===== src/hw/rtl/kpi_pkg.sv =====
`default_nettype none
package kpi_pkg;
    localparam int KEYS = 16;
    localparam int FRAC_BITS = 16;
    localparam int NCOMP = 9;
    localparam int IDX_W = $clog2(KEYS);
    localparam int CNT_W = $clog2(KEYS + 1);
    localparam int T_W = FRAC_BITS + 1;

    localparam logic [2:0] K_TICK = 3'd0;
    localparam logic [2:0] K_INSERT = 3'd1;
    localparam logic [2:0] K_SETSTART = 3'd2;
    localparam logic [2:0] K_DELETE = 3'd3;
    localparam logic [2:0] K_CLEAR = 3'd4;
    localparam logic [2:0] K_START = 3'd5;
    localparam logic [2:0] K_PAUSE = 3'd6;
    localparam logic [2:0] K_RESET = 3'd7;

    localparam logic [1:0] ST_FINISHED = 2'd0;
    localparam logic [1:0] ST_PLAYING = 2'd1;
    localparam logic [1:0] ST_PAUSED = 2'd2;

    typedef logic signed [31:0] t_comp;
    typedef t_comp [NCOMP-1:0] t_pose;

    typedef enum logic [7:0] {
        S_IDLE  = 8'b0000_0001,
        S_SCAN  = 8'b0000_0010,
        S_SHIFT = 8'b0000_0100,
        S_RDA   = 8'b0000_1000,
        S_RDB   = 8'b0001_0000,
        S_DIV   = 8'b0010_0000,
        S_LERP  = 8'b0100_0000,
        S_OUT   = 8'b1000_0000
    } t_state;

    typedef struct packed {
        logic signed [31:0] a;
        logic signed [31:0] b;
        logic [T_W-1:0] t;
    } t_lane_req;
endpackage
`default_nettype wire


===== src/hw/rtl/kpi_lane.sv =====
`default_nettype none
module kpi_lane import kpi_pkg::*; (
    input  wire logic i_clk,
    input  wire t_lane_req i_req,
    output t_comp o_res
);
    logic signed [32:0] r_diff;
    logic signed [31:0] r_a;
    logic [T_W-1:0] r_t;
    logic signed [50:0] r_prod;
    logic signed [31:0] r_a2;
    logic signed [50:0] w_shift;

    always_ff @(posedge i_clk) begin
        r_diff <= 33'(i_req.b) - 33'(i_req.a);
        r_a <= i_req.a;
        r_t <= i_req.t;
        r_prod <= 51'(r_diff * $signed({1'b0, r_t}));
        r_a2 <= r_a;
    end

    // Arithmetic shift floors towards minus infinity.
    assign w_shift = r_prod >>> FRAC_BITS;
    assign o_res = 32'(51'(r_a2) + w_shift);
endmodule
`default_nettype wire


===== config.mk =====
export PLATFORM = sky130hd
export DESIGN_NAME = kpi_lane
export DESIGN_NICKNAME = d
export VERILOG_FILES = /design/src/hw/rtl/kpi_pkg.sv /design/src/hw/rtl/kpi_lane.sv
export SDC_FILE = /design/constraint.sdc
export NUM_CORES = 2
export LEC_CHECK = 0
export BUFFER_PORTS_ARGS = -buffer_cell sky130_fd_sc_hd__buf_2
export CORE_MARGIN = 3
export CORE_UTILIZATION = 45
export CTS_BUF_LIST = sky130_fd_sc_hd__clkbuf_4 sky130_fd_sc_hd__clkbuf_8 sky130_fd_sc_hd__clkbuf_16
export CTS_CLUSTER_SIZE = 10
export DETAILED_ROUTE_END_ITERATION = 12
export PLACE_DENSITY = 0.6
export SLEW_MARGIN = 20
export SYNTH_ARGS = -nofsm -noshare
export SYNTH_HDL_FRONTEND = slang
export SYNTH_SLANG_ARGS = --single-unit

===== constraint.sdc =====
create_clock -name i_clk -period 7.5 [get_ports i_clk]
set_input_delay 1.125 -clock i_clk [delete_from_list [all_inputs] [get_ports i_clk]]
set_output_delay 1.125 -clock i_clk [all_outputs]
set_load 0.03 [all_outputs]

==> impl_metrics.ini <==
[place]
gp_congestion = 0.910
io_buffers = 113
dpl.hpwl_um = 51500
placed_area_um2 = 25800

[setup_path]
timing.critical_path.buf_inv = 5
critPathSlowestCell = dfxtp_1
path_max_fanout = 15
crit_required_ns = 7.90
path_class = reg -> reg
critPathTopFamily = adder cells
endpoint_kind = flip-flop
cpMostUsedCell = fa_1
ff2ff_setup_slack_ns = 0.61
path_cells = buf_4, buf_4, nand2_1, fa_1, inv_1, fa_1, fa_1, inv_1, fa_1, fa_1, fa_1, inv_1, ha_1, a21oi_1, a21oi_1, a211oi_1, nand3_1, o211a_4, a221oi_4, o21ai_2, o211ai_2, nand2_2, a311oi_2
max_stage_delay_ns = 0.62
start_kind = flip-flop
arrival_ns = 7.29

[clock_tree]
ctsResizeCount = 0
cts_tree = built
cts-hold-fix-buffers = 0
clock_sinks = 146
htreeDepth = 4
insertion_delay_ns = 0.50
clock_path_buffers = 2
numCtsBuffers = 17
post_cts_buffers = 0
root_buffer = clkbuf_16
clk_pin_slew_ns = 0.07

[synth]
synth.area.mux_share_pct = 0.0462
ys_async_sr_fraction_pct = 0
synth_xor_xnor_area_share_pct = 3.38
synthAdderAreaFrac_pct = 51.3
synth_edf_count = 0
yosysSeqAreaShare_pct = 12.0
synthDistinctLibCells = 61
synth-simple-area-share_pct = 15.3
synth_area_um2 = 24400
ys_warn_count = 0
syn_inst = 2634
syn_avg_cell_area_um2 = 9.25
synth_compound_area_share_pct = 6.60
synth-seq-cells = 146
synth_ff_type = dfxtp_1
synth_top_family_by_area = adder cells
synth_fp_nets = 3405

[floorplan]
core.rowCount = 84
die_area_um2 = 57000
die_w_um = 239
top_level_ports = 114
core_um2 = 53100
initial_core_util_pct = 45.9
die_y_um = 239

[global_routing]
grtUsageMet1_pct = 28.7
grt_first_pass_wirelength_um = 99500
grt.busiest_layer = met2
met3_usage_pct = 3.74
antenna_found_initial = 0
groute.usage.overall_pct = 22.8
first_global_vias = 18800
grt_max_degree = 33
overflow = 0
use_met2_pct = 39.5

[final_layout]
n_antenna_cell = 0
fill_cells = 4990
nets = 3493
drive_above_1_share_pct = 8.09
design_area_um2 = 26300
final_cell_mix = 650 x inv_1, 516 x fa_1, 305 x and2_1
final_common_cell = inv_1
syn_to_final_growth_pct = 8.07
fin_util_pct = 49.6

[routing]
dr.pass1.iters = 5
viasPerCell = 5.03
drt-wirelength-per-cell_um = 17.7
drt-total-wl_um = 60600
ant_nets = 0
dr_total_vias = 17200
drtIter0Drc = 884
drc_errors = 0

[timing]
hold_viol = 0
relSlewSlack_pct = 45.0
fin_hold_ws_ns = 0.321
worst_slew_pin_slew_ns = 0.824
period_needed_ns = 6.89
max_freq_mhz = 145
post-route-period-util_pct = 91.8
rsz0062_at_grt = no
fin_skew_ns = 0.0161
setup_viol = 0
finalSetupTns_ns = 0
timing.final.max_slew_violations = 0

[run]
maxCapViolations = 0

[hold_path]
hp-class = reg -> reg

[status]
status = complete, no violations
stage by stage:
| step | worst slack [ns] | cells |
|---|---|---|
| 5_1_grt | 0.197 | 3421 |
| 2_1_floorplan | 1.39 | 2634 |
| 3_3_place_gp | 0.748 | 3391 |
| 3_5_place_dp | 0.634 | 3391 |
| 6_report | 0.612 | 3421 |
| 4_1_cts | 0.569 | 3421 |
cells in the mapped netlist, types with 3 or more instances:
cell,n,share of area (%)
a211o_1,3,0.11
a211oi_1,9,0.28
a21boi_0,5,0.15
a21o_1,22,0.68
a21oi_1,67,1.4
a21oi_2,9,0.32
a22oi_1,3,0.092
a31oi_1,3,0.077
and2_1,305,7.8
and3_1,12,0.31
clkbuf_1,86,1.3
dfxtp_1,146,12
fa_1,516,42
ha_1,173,8.9
inv_1,650,10
nand2_1,285,4.4
nand2b_1,11,0.28
nand3_1,23,0.47
nand4_1,5,0.13
nor2_1,50,0.77
nor2b_1,13,0.33
nor3_1,18,0.37
o211ai_1,8,0.25
o21a_1,16,0.49
o21ai_0,34,0.70
o21ai_1,7,0.14
o21bai_1,11,0.34
o31ai_1,3,0.092
or2_2,3,0.077
or3_1,3,0.077
xnor2_1,69,2.5
xor2_1,25,0.90
kinds of logic after synthesis:
family | after synthesis
adder cells (fa/ha/maj) | 689
buffers and inverters | 738
multiplexers | 1
AND/OR/NAND/NOR | 736
flip-flops | 146
AO/OA/AOI/OAI | 230
XOR/XNOR | 94
flip-flops by register name (all words and copies together) (netlist names):
name	flops
r_t	17
r_a2	32
r_prod	32
r_diff	33
r_a	32
final cells by class:
| class | instances | area, um^2 | share of cell area (%) |
|---|---|---|---|
| clock inverters | 11 | 82.6 | 0.314 |
| inverters | 650 | 2440 | 9.27 |
| flip-flops and latches | 146 | 2920 | 11.1 |
| multi-input cells | 1750 | 18700 | 70.9 |
| well taps | 688 | 861 | 3.27 |
| repair buffers | 157 | 908 | 3.45 |
| clock buffers | 19 | 447 | 1.70 |
metal layers:
metal | vias up | part of all wire [%]
met5 | - | 0
met2 | 349 | 50
met1 | 8842 | 42
li1 | 7934 | -
met3 | 95 | 4.1
met4 | 0 | 3.7
final timing paths:
kind / startpoint / cells after the start / endpoint
hold / removal: r_a[19] / 0 / r_a2[19]
hold reg to reg: r_a[19] / 0 / r_a2[19]
setup reg to reg: r_t[9] / 23 / r_prod[47]
setup / recovery: r_t[9] / 23 / r_prod[47]
Power is not shown: default switching activity piles up to over one toggle a cycle in this logic, so the estimate is an artifact.
