File: config.mk
export PLATFORM = sky130hd
export DESIGN_NAME = kpi_div
export DESIGN_NICKNAME = d
export VERILOG_FILES = /design/src/hw/rtl/kpi_pkg.sv /design/src/hw/rtl/kpi_div.sv
export SDC_FILE = /design/constraint.sdc
export NUM_CORES = 1
export LEC_CHECK = 0
export BUFFER_PORTS_ARGS = -buffer_cell sky130_fd_sc_hd__buf_2
export CORE_MARGIN = 2
export CORE_UTILIZATION = 45
export CTS_BUF_LIST = sky130_fd_sc_hd__clkbuf_16
export CTS_CLUSTER_DIAMETER = 120
export CTS_CLUSTER_SIZE = 14
export DETAILED_ROUTE_END_ITERATION = 6
export PLACE_DENSITY = 0.66
export SLEW_MARGIN = 40
export SYNTH_ARGS = -nofsm -noshare
export SYNTH_HDL_FRONTEND = slang
export SYNTH_SLANG_ARGS = --single-unit
File: constraint.sdc
create_clock -name i_clk -period 3.9 [get_ports i_clk]
set_clock_uncertainty 0.2 [all_clocks]
set_input_delay 0.78 -clock i_clk [delete_from_list [all_inputs] [get_ports i_clk]]
set_output_delay 0.78 -clock i_clk [all_outputs]
set_load 0.01 [all_outputs]
File: src/hw/rtl/kpi_pkg.sv
`default_nettype none
package kpi_pkg;
    localparam int KEYS = 16;
    localparam int FRAC_BITS = 16;
    localparam int NCOMP = 9;
    localparam int IDX_W = $clog2(KEYS);
    localparam int CNT_W = $clog2(KEYS + 1);
    localparam int T_W = FRAC_BITS + 1;

    localparam logic [2:0] K_TICK = 3'd0;
    localparam logic [2:0] K_INSERT = 3'd1;
    localparam logic [2:0] K_SETSTART = 3'd2;
    localparam logic [2:0] K_DELETE = 3'd3;
    localparam logic [2:0] K_CLEAR = 3'd4;
    localparam logic [2:0] K_START = 3'd5;
    localparam logic [2:0] K_PAUSE = 3'd6;
    localparam logic [2:0] K_RESET = 3'd7;

    localparam logic [1:0] ST_FINISHED = 2'd0;
    localparam logic [1:0] ST_PLAYING = 2'd1;
    localparam logic [1:0] ST_PAUSED = 2'd2;

    typedef logic signed [31:0] t_comp;
    typedef t_comp [NCOMP-1:0] t_pose;

    typedef enum logic [7:0] {
        S_IDLE  = 8'b0000_0001,
        S_SCAN  = 8'b0000_0010,
        S_SHIFT = 8'b0000_0100,
        S_RDA   = 8'b0000_1000,
        S_RDB   = 8'b0001_0000,
        S_DIV   = 8'b0010_0000,
        S_LERP  = 8'b0100_0000,
        S_OUT   = 8'b1000_0000
    } t_state;

    typedef struct packed {
        logic signed [31:0] a;
        logic signed [31:0] b;
        logic [T_W-1:0] t;
    } t_lane_req;
endpackage
`default_nettype wire

File: src/hw/rtl/kpi_div.sv
`default_nettype none
module kpi_div import kpi_pkg::*; (
    input  wire logic i_clk,
    input  wire logic i_rst_n,
    input  wire logic i_start,
    input  wire logic [16:0] i_num,
    input  wire logic [16:0] i_den,
    output logic o_done,
    output logic [T_W-1:0] o_t
);
    localparam int NW = 17 + FRAC_BITS;
    localparam int SW = $clog2(NW + 1);
    logic [NW-1:0] r_q, n_q;
    logic [17:0] r_rem, n_rem;
    logic [16:0] r_den;
    logic [SW-1:0] r_cnt;
    logic r_busy;
    logic [17:0] w_trial;

    always_comb begin
        w_trial = {r_rem[16:0], r_q[NW-1]};
        n_q = {r_q[NW-2:0], 1'b0};
        n_rem = w_trial;
        if (w_trial >= {1'b0, r_den}) begin
            n_rem = w_trial - {1'b0, r_den};
            n_q[0] = 1'b1;
        end
    end

    always_ff @(posedge i_clk) begin
        if (!i_rst_n) begin
            r_busy <= 1'b0;
            o_done <= 1'b0;
            r_cnt <= '0;
        end else begin
            o_done <= 1'b0;
            if (i_start) begin
                r_busy <= 1'b1;
                r_q <= {i_num, {FRAC_BITS{1'b0}}};
                r_rem <= '0;
                r_den <= i_den;
                r_cnt <= SW'(NW);
            end else if (r_busy) begin
                r_q <= n_q;
                r_rem <= n_rem;
                r_cnt <= r_cnt - 1'b1;
                if (r_cnt == SW'(1)) begin
                    r_busy <= 1'b0;
                    o_done <= 1'b1;
                end
            end
        end
    end

    // The quotient is clamped to one; i never exceeds d whenever the result is used.
    assign o_t = (r_q > NW'(1 << FRAC_BITS)) ? T_W'(1 << FRAC_BITS) : r_q[T_W-1:0];
endmodule
`default_nettype wire

==> results of run 1 <==
[registers in the layout, indices dropped and copies added (netlist names)]
signal / cells
r_q: 33
r_busy: 1
r_rem: 17
r_den: 17
r_cnt: 6
o_done: 1
[worst reg2reg max path: cells and delay by family (launching register included)]
family,cells,cell delay [ns]
AOI/OAI and AO/OA,3,0.77
and+or+nand+nor,2,0.73
adders and majority gates,2,0.56
DFF,1,0.40
muxes,1,0.24
buffers and inverters,2,0.13
[metrics by stage]
stage	hold slack, ns	setup slack, ns	std cells
2_1_floorplan	0.2685	0.9361	358
3_3_place_gp	0.2804	0.5845	511
3_5_place_dp	0.2884	0.5154	511
4_1_cts	0.2974	0.5017	527
5_1_grt	0.3608	0.3434	527
6_report	0.3019	0.5820	527
[worst max path at each step]
stage,endpoint,slack [ns],depth (start not counted)
after CTS,r_rem[2]$_SDFFCE_PP0P_,0.50,10
after floorplan,r_rem[16]$_SDFFCE_PP0P_,0.94,12
final,r_rem[10]$_SDFFCE_PP0P_,0.58,10
after global placement,r_rem[4]$_SDFFCE_PP0P_,0.58,10
after global routing,r_rem[16]$_SDFFCE_PP0P_,0.34,10
after detailed placement,r_rem[14]$_SDFFCE_PP0P_,0.52,10
[synthesized netlist by cell type, types with 6 or more instances]
master and count:
a21oi_1 19, edfxtp_1 67, nor2_1 27, ha_1 19, a21o_1 9, inv_1 23
o21a_1 7, nor4_1 8, nor2b_1 19, xnor2_1 8, dfxtp_1 8, nor3_1 6
nand2_1 17, clkbuf_1 7, and2_1 18, o21ai_0 8, mux2_2 18, xor2_1 6
mux2i_1 6
[final cells by class]
type	count	area (µm²)	area share (%)
inverters	23	86.33	1.790
multi-input cells	247	1812	37.57
clock buffers	11	275.3	5.708
clock inverters	5	38.79	0.8044
flip-flops and latches	75	2172	45.04
repair buffers	58	302.8	6.279
well taps	108	135.1	2.802
[power by group through the flow]
stage / Clock [W] / Sequential [W] / Combinational, W
2_1_floorplan: 0 / 0.000995 / 0.000343
6_report: 0.000855 / 0.000990 / 0.000427
4_1_cts: 0.000876 / 0.000990 / 0.000429
5_1_grt: 0.000901 / 0.000998 / 0.000482
3_3_place_gp: 0 / 0.00101 / 0.000416
3_5_place_dp: 0 / 0.00101 / 0.000424
[kinds of logic after synthesis]
group / after synthesis / synth area share (%)
xor gates and xnor gates: 14 / 2.965
adders and majority gates: 20 / 6.233
buffers and inverters: 36 / 3.812
DFF: 75 / 52.53
muxes: 24 / 6.354
AOI/OAI and AO/OA: 68 / 12.13
and+or+nand+nor: 121 / 15.98
[layer usage]
metal | track usage (%) | vias up | routed length [µm]
li1 | - | 1432 | -
met1 | 22.52 | 1322 | 3804
met2 | 27.08 | 55 | 3676
met3 | 4.805 | 6 | 318
met4 | 4.426 | 0 | 64
met5 | 0 | - | 0
==> summary by stage, run 1 <==
Synth
The number of synthesized flops with an enable pin is 67. The post-synthesis cell count is ~360. The dominant cell type by area after synthesis is edfxtp_1. In this run the mean area of a mapped cell was 11.55 µm². The net count of the mapped netlist is around 420. In the synthesized netlist the dominant register cell turns out to be edfxtp_1. The register area share after synthesis is a little over half. The share of Yosys cell area claimed by the top area cell type is between 40% and 50%. For this run, asynchronously set or reset flops after synthesis account for 0%. The register bit total from synthesis is 75.

The cell area that synthesis handed to floorplanning was between 4000 and 5000 µm². Sorting the synthesized cells by area gives the leading types as edfxtp_1 49%, ha_1 5.7%, mux2_2 4.9%. The count of different cell masters after synthesis is between 50 and 60.

The synthesis warning total is 0.

STA
At the pin with the least slew margin, the transition time is approximately 0.65 ns. Setup violations remaining at the end of the flow were counted as 0. Setup repair after global routing left no endpoint under its margin. The number of max-slew violations in the final report was 0. The worst pin sits at a relative slew slack of between 50% and 60%. The fraction of the cycle the final worst path needs is between 80% and 90%.

The count of final hold-check violations is 0. Summed over all failing endpoints, the final setup total negative slack is 0 ns. The routed design could run at a clock period as short as 3.318 ns. The timing-limited maximum frequency is around 300 MHz.

Setup path
The number of cells traversed by the worst register-to-register path is 10. The worst register-to-register path begins at r_q[32]$_DFFE_PP_. The critical path goes through inv_1 -> ha_1 -> inv_1 -> fa_1 -> a21o_1 -> a221oi_4 -> a211oi_2 -> or3_2 -> mux2i_1 -> nor2_1.

The cell type with the highest occurrence count on the critical path is inv_1. The endpoint type of the worst setup path is a flip-flop. The master of the slowest instance on the critical path is or3_2. In this design, the stage delay of the slowest critical-path cell is about 0.7 ns. The worst setup path is launched from a flip-flop. In this run the critical register-to-register path is captured at r_rem[10]$_SDFFCE_PP0P_.

For flop-to-flop paths, the worst setup slack is between 0.5 and 0.6 ns. In this run the worst path has a maximum fanout of 19. Data on the critical path arrives at its endpoint at about 3.2 ns.

The cell family contributing the most delay on the critical path is compound AO/OA/AOI/OAI gates. The class of the most critical setup path is flip-flop to flip-flop. The critical path launch point is r_q[32]$_DFFE_PP_.

The required arrival time at the worst endpoint is around 3.8 ns. The buffering stage count on the worst path with inverters included is 2.

Die
The total area inside the core boundary comes to 8806 µm². The effective utilization at floorplan is 46.96%. The floorplan has 34 rows. The full die area is between 9000 and 10000 µm².

between 50 and 60 I/O pins were placed. The die span in x is around 100 µm. The y dimension of the die is ~100 µm.

Layout
Once layout is done, the placed cells without fillers occupy ~4800 µm². In the final design database the tool counted ~470 nets. The fraction of layout instances using a drive strength above 1 is 25.30%. The utilization of the core after routing is 54.76%. In the layout the commonest cells are 67 x edfxtp_1, 53 x buf_2, 27 x nor2_1.

The area growth from synthesis to layout is 16.61%. The most common library cell in the layout ignoring fill and taps is edfxtp_1. 0 antenna diodes ended up in the layout. The count of filler cells inserted in the layout is 761.

Placement
The cell area reported after detailed placement is 4503 µm². Routability-driven placement finished with a final weighted congestion of 0.8419. Summed over all nets, the half-perimeter wirelength after detailed placement is 5427 µm.

The number of buffers inserted by port buffering is between 50 and 60.

Global routing
The via count of the first global-routing pass is around 2800. For this run the aggregate overflow at the end of global routing stands at 0. The first global-routing pass estimated 13340 µm of wire.

The global router's overall resource usage is between 15 and 20%. The initial antenna violation count is 0. The largest net degree at the start of global routing is 60.

Run status
The flow ran to the end, and the final reports show no timing, DRC or antenna violations.

CTS
In this run the deepest clock path goes through 2 buffers. The CTS clock-pin slew for the worst setup and hold paths is approximately 0.060 ns. TritonCTS built the clock tree. The count of buffers added by post-CTS timing repair for setup is 0.

The count of instances resized after the clock tree is built is 0. The clock net in this run drives a total of 75 sinks. Clock latency on the worst-skew pair, taken at its later pin, is roughly 0.33 ns. After clock tree synthesis, the flow added hold-fix buffers numbering 0. The H-tree was split into 3 levels. TritonCTS created 9 clock buffers.

In this run the clock root is driven by a clkbuf_16.

Route
The detailed-route wire length per cell is roughly 15 µm. The count of routing violations after the opening detailed-route iteration is approximately 120. The mean number of vias per cell is 5.342. The remaining design rule violation count is 0. The iteration count of the initial detailed-routing pass is 6. The total number of vias is approximately 2800. The total wire length after detailed routing is approximately 7900 µm. The number of antenna-violating nets in the routed design is 0.

Power
The switching power total is between 0.0006 and 0.0007 W. Combinational logic is responsible for about a fifth of the overall power. Net switching is a little over a quarter of the power. The total power is 0.002273 W. The peak supply drop is between 0.2 and 0.3 mV. The power per standard cell area is between 400 and 500 nW/µm². The internal power summed over all cells is between 0.0015 and 0.002 W.

The clock network accounts for 37.6% of the total power. The sequential cell fraction of total power is between 40% and 50%. The total leakage power is 1.981 nW.

Worst hold path
In this run the most critical hold path is launched from r_cnt[1]$_SDFFE_PP0P_. The worst hold path terminates at r_cnt[1]$_SDFFE_PP0P_. The class of the worst hold path is flip-flop to flip-flop. The number of cells on the worst hold path is 2.

Flow run
The total of max-cap violations is 0.
Note: power is estimated with default switching activity, not from simulation.
==> run 2: changes to the inputs <==
--- a/config.mk
+++ b/config.mk
@@ -8,11 +8,12 @@
 export BUFFER_PORTS_ARGS = -buffer_cell sky130_fd_sc_hd__buf_2
 export CORE_MARGIN = 2
 export CORE_UTILIZATION = 45
-export CTS_BUF_LIST = sky130_fd_sc_hd__clkbuf_16
+export CTS_BUF_LIST = sky130_fd_sc_hd__clkbuf_2 sky130_fd_sc_hd__clkbuf_4 sky130_fd_sc_hd__clkbuf_8
 export CTS_CLUSTER_DIAMETER = 120
 export CTS_CLUSTER_SIZE = 14
 export DETAILED_ROUTE_END_ITERATION = 6
 export PLACE_DENSITY = 0.66
+export SKIP_LAST_GASP = 1
 export SLEW_MARGIN = 40
 export SYNTH_ARGS = -nofsm -noshare
 export SYNTH_HDL_FRONTEND = slang
==> summary by stage, run 2 (synthesis gave the netlist of run 1 again) <==
Run status
The run finished with clean final reports.

Global routing
The global route total overflow is 0 (unchanged). The global router's overall resource usage is 16.87% (+0.045 points). The initial antenna violation count is 0 (unchanged). The largest net degree at the start of global routing is 60 (unchanged). The global-route wire length before repair came to 13340 µm (about the same). The via count of the first global-routing pass is 2800 (-1.1%).

Setup path
The required arrival time at the worst endpoint is 3.78 ns (+0.02 ns). The class of the most critical setup path is flip-flop to flip-flop. STA classifies the critical path endpoint as a flip-flop. The reg2reg setup slack came to 0.58 ns (about the same). In this run the critical register-to-register path is launched from r_q[32]$_DFFE_PP_. The end of the worst register-to-register path is r_rem[10]$_SDFFCE_PP0P_. The kind of launch point of the worst setup path is a flip-flop. The number of cells traversed by the worst register-to-register path came to 10 (unchanged).

The worst-path maximum fanout is 19 (unchanged). The worst endpoint data arrival time is 3.20 ns (+0.02 ns).

STA
The count of final hold-check violations came to 0 (unchanged). The fraction of the cycle the final worst path needs is 85.23% (+0.15 points). The worst slew margin relative to its limit is 56.26% (-0.41 points). The number of max-slew violations in the final report is 0 (unchanged). The timing-limited maximum frequency is 300.9 MHz (-0.17%).

The minimum clock period is 3.324 ns (+0.005809 ns). The final setup TNS is 0 ns (unchanged). The number of failing setup endpoints in the final timing report came to 0 (unchanged).

Setup repair after global routing left no endpoint under its margin. The actual slew at the worst max-slew pin is 0.6395 ns (-0.01041 ns).

Layout
The combined area of the multi-input logic cells is 1812 µm² (unchanged). The final design area excluding fillers is 4741 µm² (-1.7%). From synthesis to final layout, the design area changed by 14.64%. The flip-flop count of the largest register, all copies and words added is 33 (unchanged). More flip-flops sit in one register than any other, and that register is r_q. The count of filler cells inserted in the layout is 777 (+2.1%). The number of antenna diodes was 0 (unchanged). The utilization of the core after routing is 53.84% (-0.92 points). The number of nets in the final layout was 471 (unchanged). The fraction of layout instances using a drive strength above 1 is 25.54% (+0.24 points). The sequential standard cell area is 2172 µm² (unchanged). The largest registers in the layout are r_q: 33 flops, r_den: 17 flops, r_rem: 17 flops. In the layout the commonest cells are 67 x edfxtp_1, 53 x buf_2, 27 x nor2_1.

The most common library cell in the layout ignoring fill and taps is edfxtp_1.

CTS
The root buffer cell is clkbuf_8. The number of buffers added to fix hold violations after cts came to 0 (unchanged). The count of buffers added by post-CTS timing repair for setup was 0 (unchanged). The CTS sink count is 75 (unchanged).

The count of instances resized after the clock tree is built is 0 (unchanged). The CTS clock-pin slew for the worst setup and hold paths is 0.09 ns (+0.03 ns). The number of H-tree levels is 3 (unchanged). The maximum clock path buffer count is 2 (unchanged).

The number of buffers created by CTS is 9 (unchanged). The latest clock arrival within the worst-skew pair is 0.35 ns (+0.02 ns). The clock tree from TritonCTS is yes.

Die
The y dimension of the die is 99.86 µm (unchanged). The number of placement rows was 34 (unchanged). The number of primary I/O pins is 55 (unchanged). The effective utilization at floorplan is 46.96% (unchanged). The area of the core is 8806 µm² (unchanged). The full die area is 9972 µm² (unchanged).

The die span in x is 99.86 µm (unchanged).

Power
The peak supply drop is 0.2282 mV (-19%). The total leakage power is 1.944 nW (-1.9%). The total power is 0.002112 W (-7.1%). The power per standard cell area is 445.6 nW/µm² (-5.5%).

Route
The detailed-route wire length per cell is 14.81 µm (-0.74%). The total number of vias is 2782 (-1.2%). The total wire length after detailed routing is 7806 µm (-0.74%). The remaining design rule violation count is 0 (unchanged). The count of routing violations after the opening detailed-route iteration is 130 (+6.6%). The iteration count of the initial detailed-routing pass is 6 (unchanged).

The number of antenna-violating nets in the routed design came to 0 (unchanged). The mean number of vias per cell came to 5.279 (-1.2%).

Placement
The final RePlAce weighted congestion is 0.8419 (unchanged). The cell area reported after detailed placement was 4503 µm² (unchanged). The number of buffers inserted by port buffering was 54 (unchanged).

The detailed placer's ending HPWL is 5427 µm (unchanged).

Worst hold path
The worst hold path terminates at r_cnt[1]$_SDFFE_PP0P_. In this run the worst hold path is classified as flip-flop to flip-flop. The number of cells on the worst hold path is 2 (unchanged). The startpoint of the most critical hold path is r_cnt[1]$_SDFFE_PP0P_.

Flow run
The total of max-cap violations is 0 (unchanged).
[run 2: cell types whose count changed in the layout (fill, tap and decap cells not counted), sizes merged]
cell	change
bufinv	+2
clkbuf	-1
clkinv	-1
[run 2: worst max path at each step]
stage / startpoint / endpoint / slack [ns]
finish: r_q[32]$_DFFE_PP_ / r_rem[10]$_SDFFCE_PP0P_ / 0.58
global route: r_q[32]$_DFFE_PP_ / r_rem[16]$_SDFFCE_PP0P_ / 0.33
CTS: r_q[32]$_DFFE_PP_ / r_rem[2]$_SDFFCE_PP0P_ / 0.49
detailed placement: r_q[32]$_DFFE_PP_ / r_rem[14]$_SDFFCE_PP0P_ / 0.52
global placement: r_q[32]$_DFFE_PP_ / r_rem[4]$_SDFFCE_PP0P_ / 0.58
floorplan: r_q[32]$_DFFE_PP_ / r_rem[16]$_SDFFCE_PP0P_ / 0.94
[run 2: metrics by stage]
step | worst slack, ns | cells | hold WS, ns
2_1_floorplan | 0.9361 | 358 | 0.2685
3_3_place_gp | 0.5845 | 511 | 0.2804
3_5_place_dp | 0.5154 | 511 | 0.2884
4_1_cts | 0.4903 | 527 | 0.3014
5_1_grt | 0.3333 | 527 | 0.3654
6_report | 0.5762 | 527 | 0.3028
[run 2: final cells by class]
class | count | share of cell area (%)
inverters | 23 | 1.821
clock inverters | 6 | 2.006
repair buffers | 58 | 6.387
multi-input cells | 247 | 38.22
well taps | 108 | 2.850
flip-flops and latches | 75 | 45.82
clock buffers | 10 | 2.903
[run 2: report_power, final]
group / internal [W] / switching [W] / leakage [nW]
registers: 0.000953 / 0.0000350 / 0.710
logic: 0.000189 / 0.000238 / 1.12
clock network: 0.000385 / 0.000313 / 0.117
[run 2: routing by layer]
metal / vias to the layer above / track usage [%] / routed length (µm)
met1: 1298 / 22.79 / 3770
li1: 1425 / - / -
met5: - / 0 / 0
met3: 6 / 4.387 / 333
met4: 0 / 5.374 / 85
met2: 53 / 26.77 / 3618
[run 2: worst max-delay path: stages, from the launching register on]
cell and delay, ns:
edfxtp_1 0.41, inv_1 0.08, ha_1 0.16, inv_1 0.05
fa_1 0.40, a21o_1 0.25, a221oi_4 0.39, a211oi_2 0.13
or3_2 0.68, mux2i_1 0.24, nor2_1 0.05
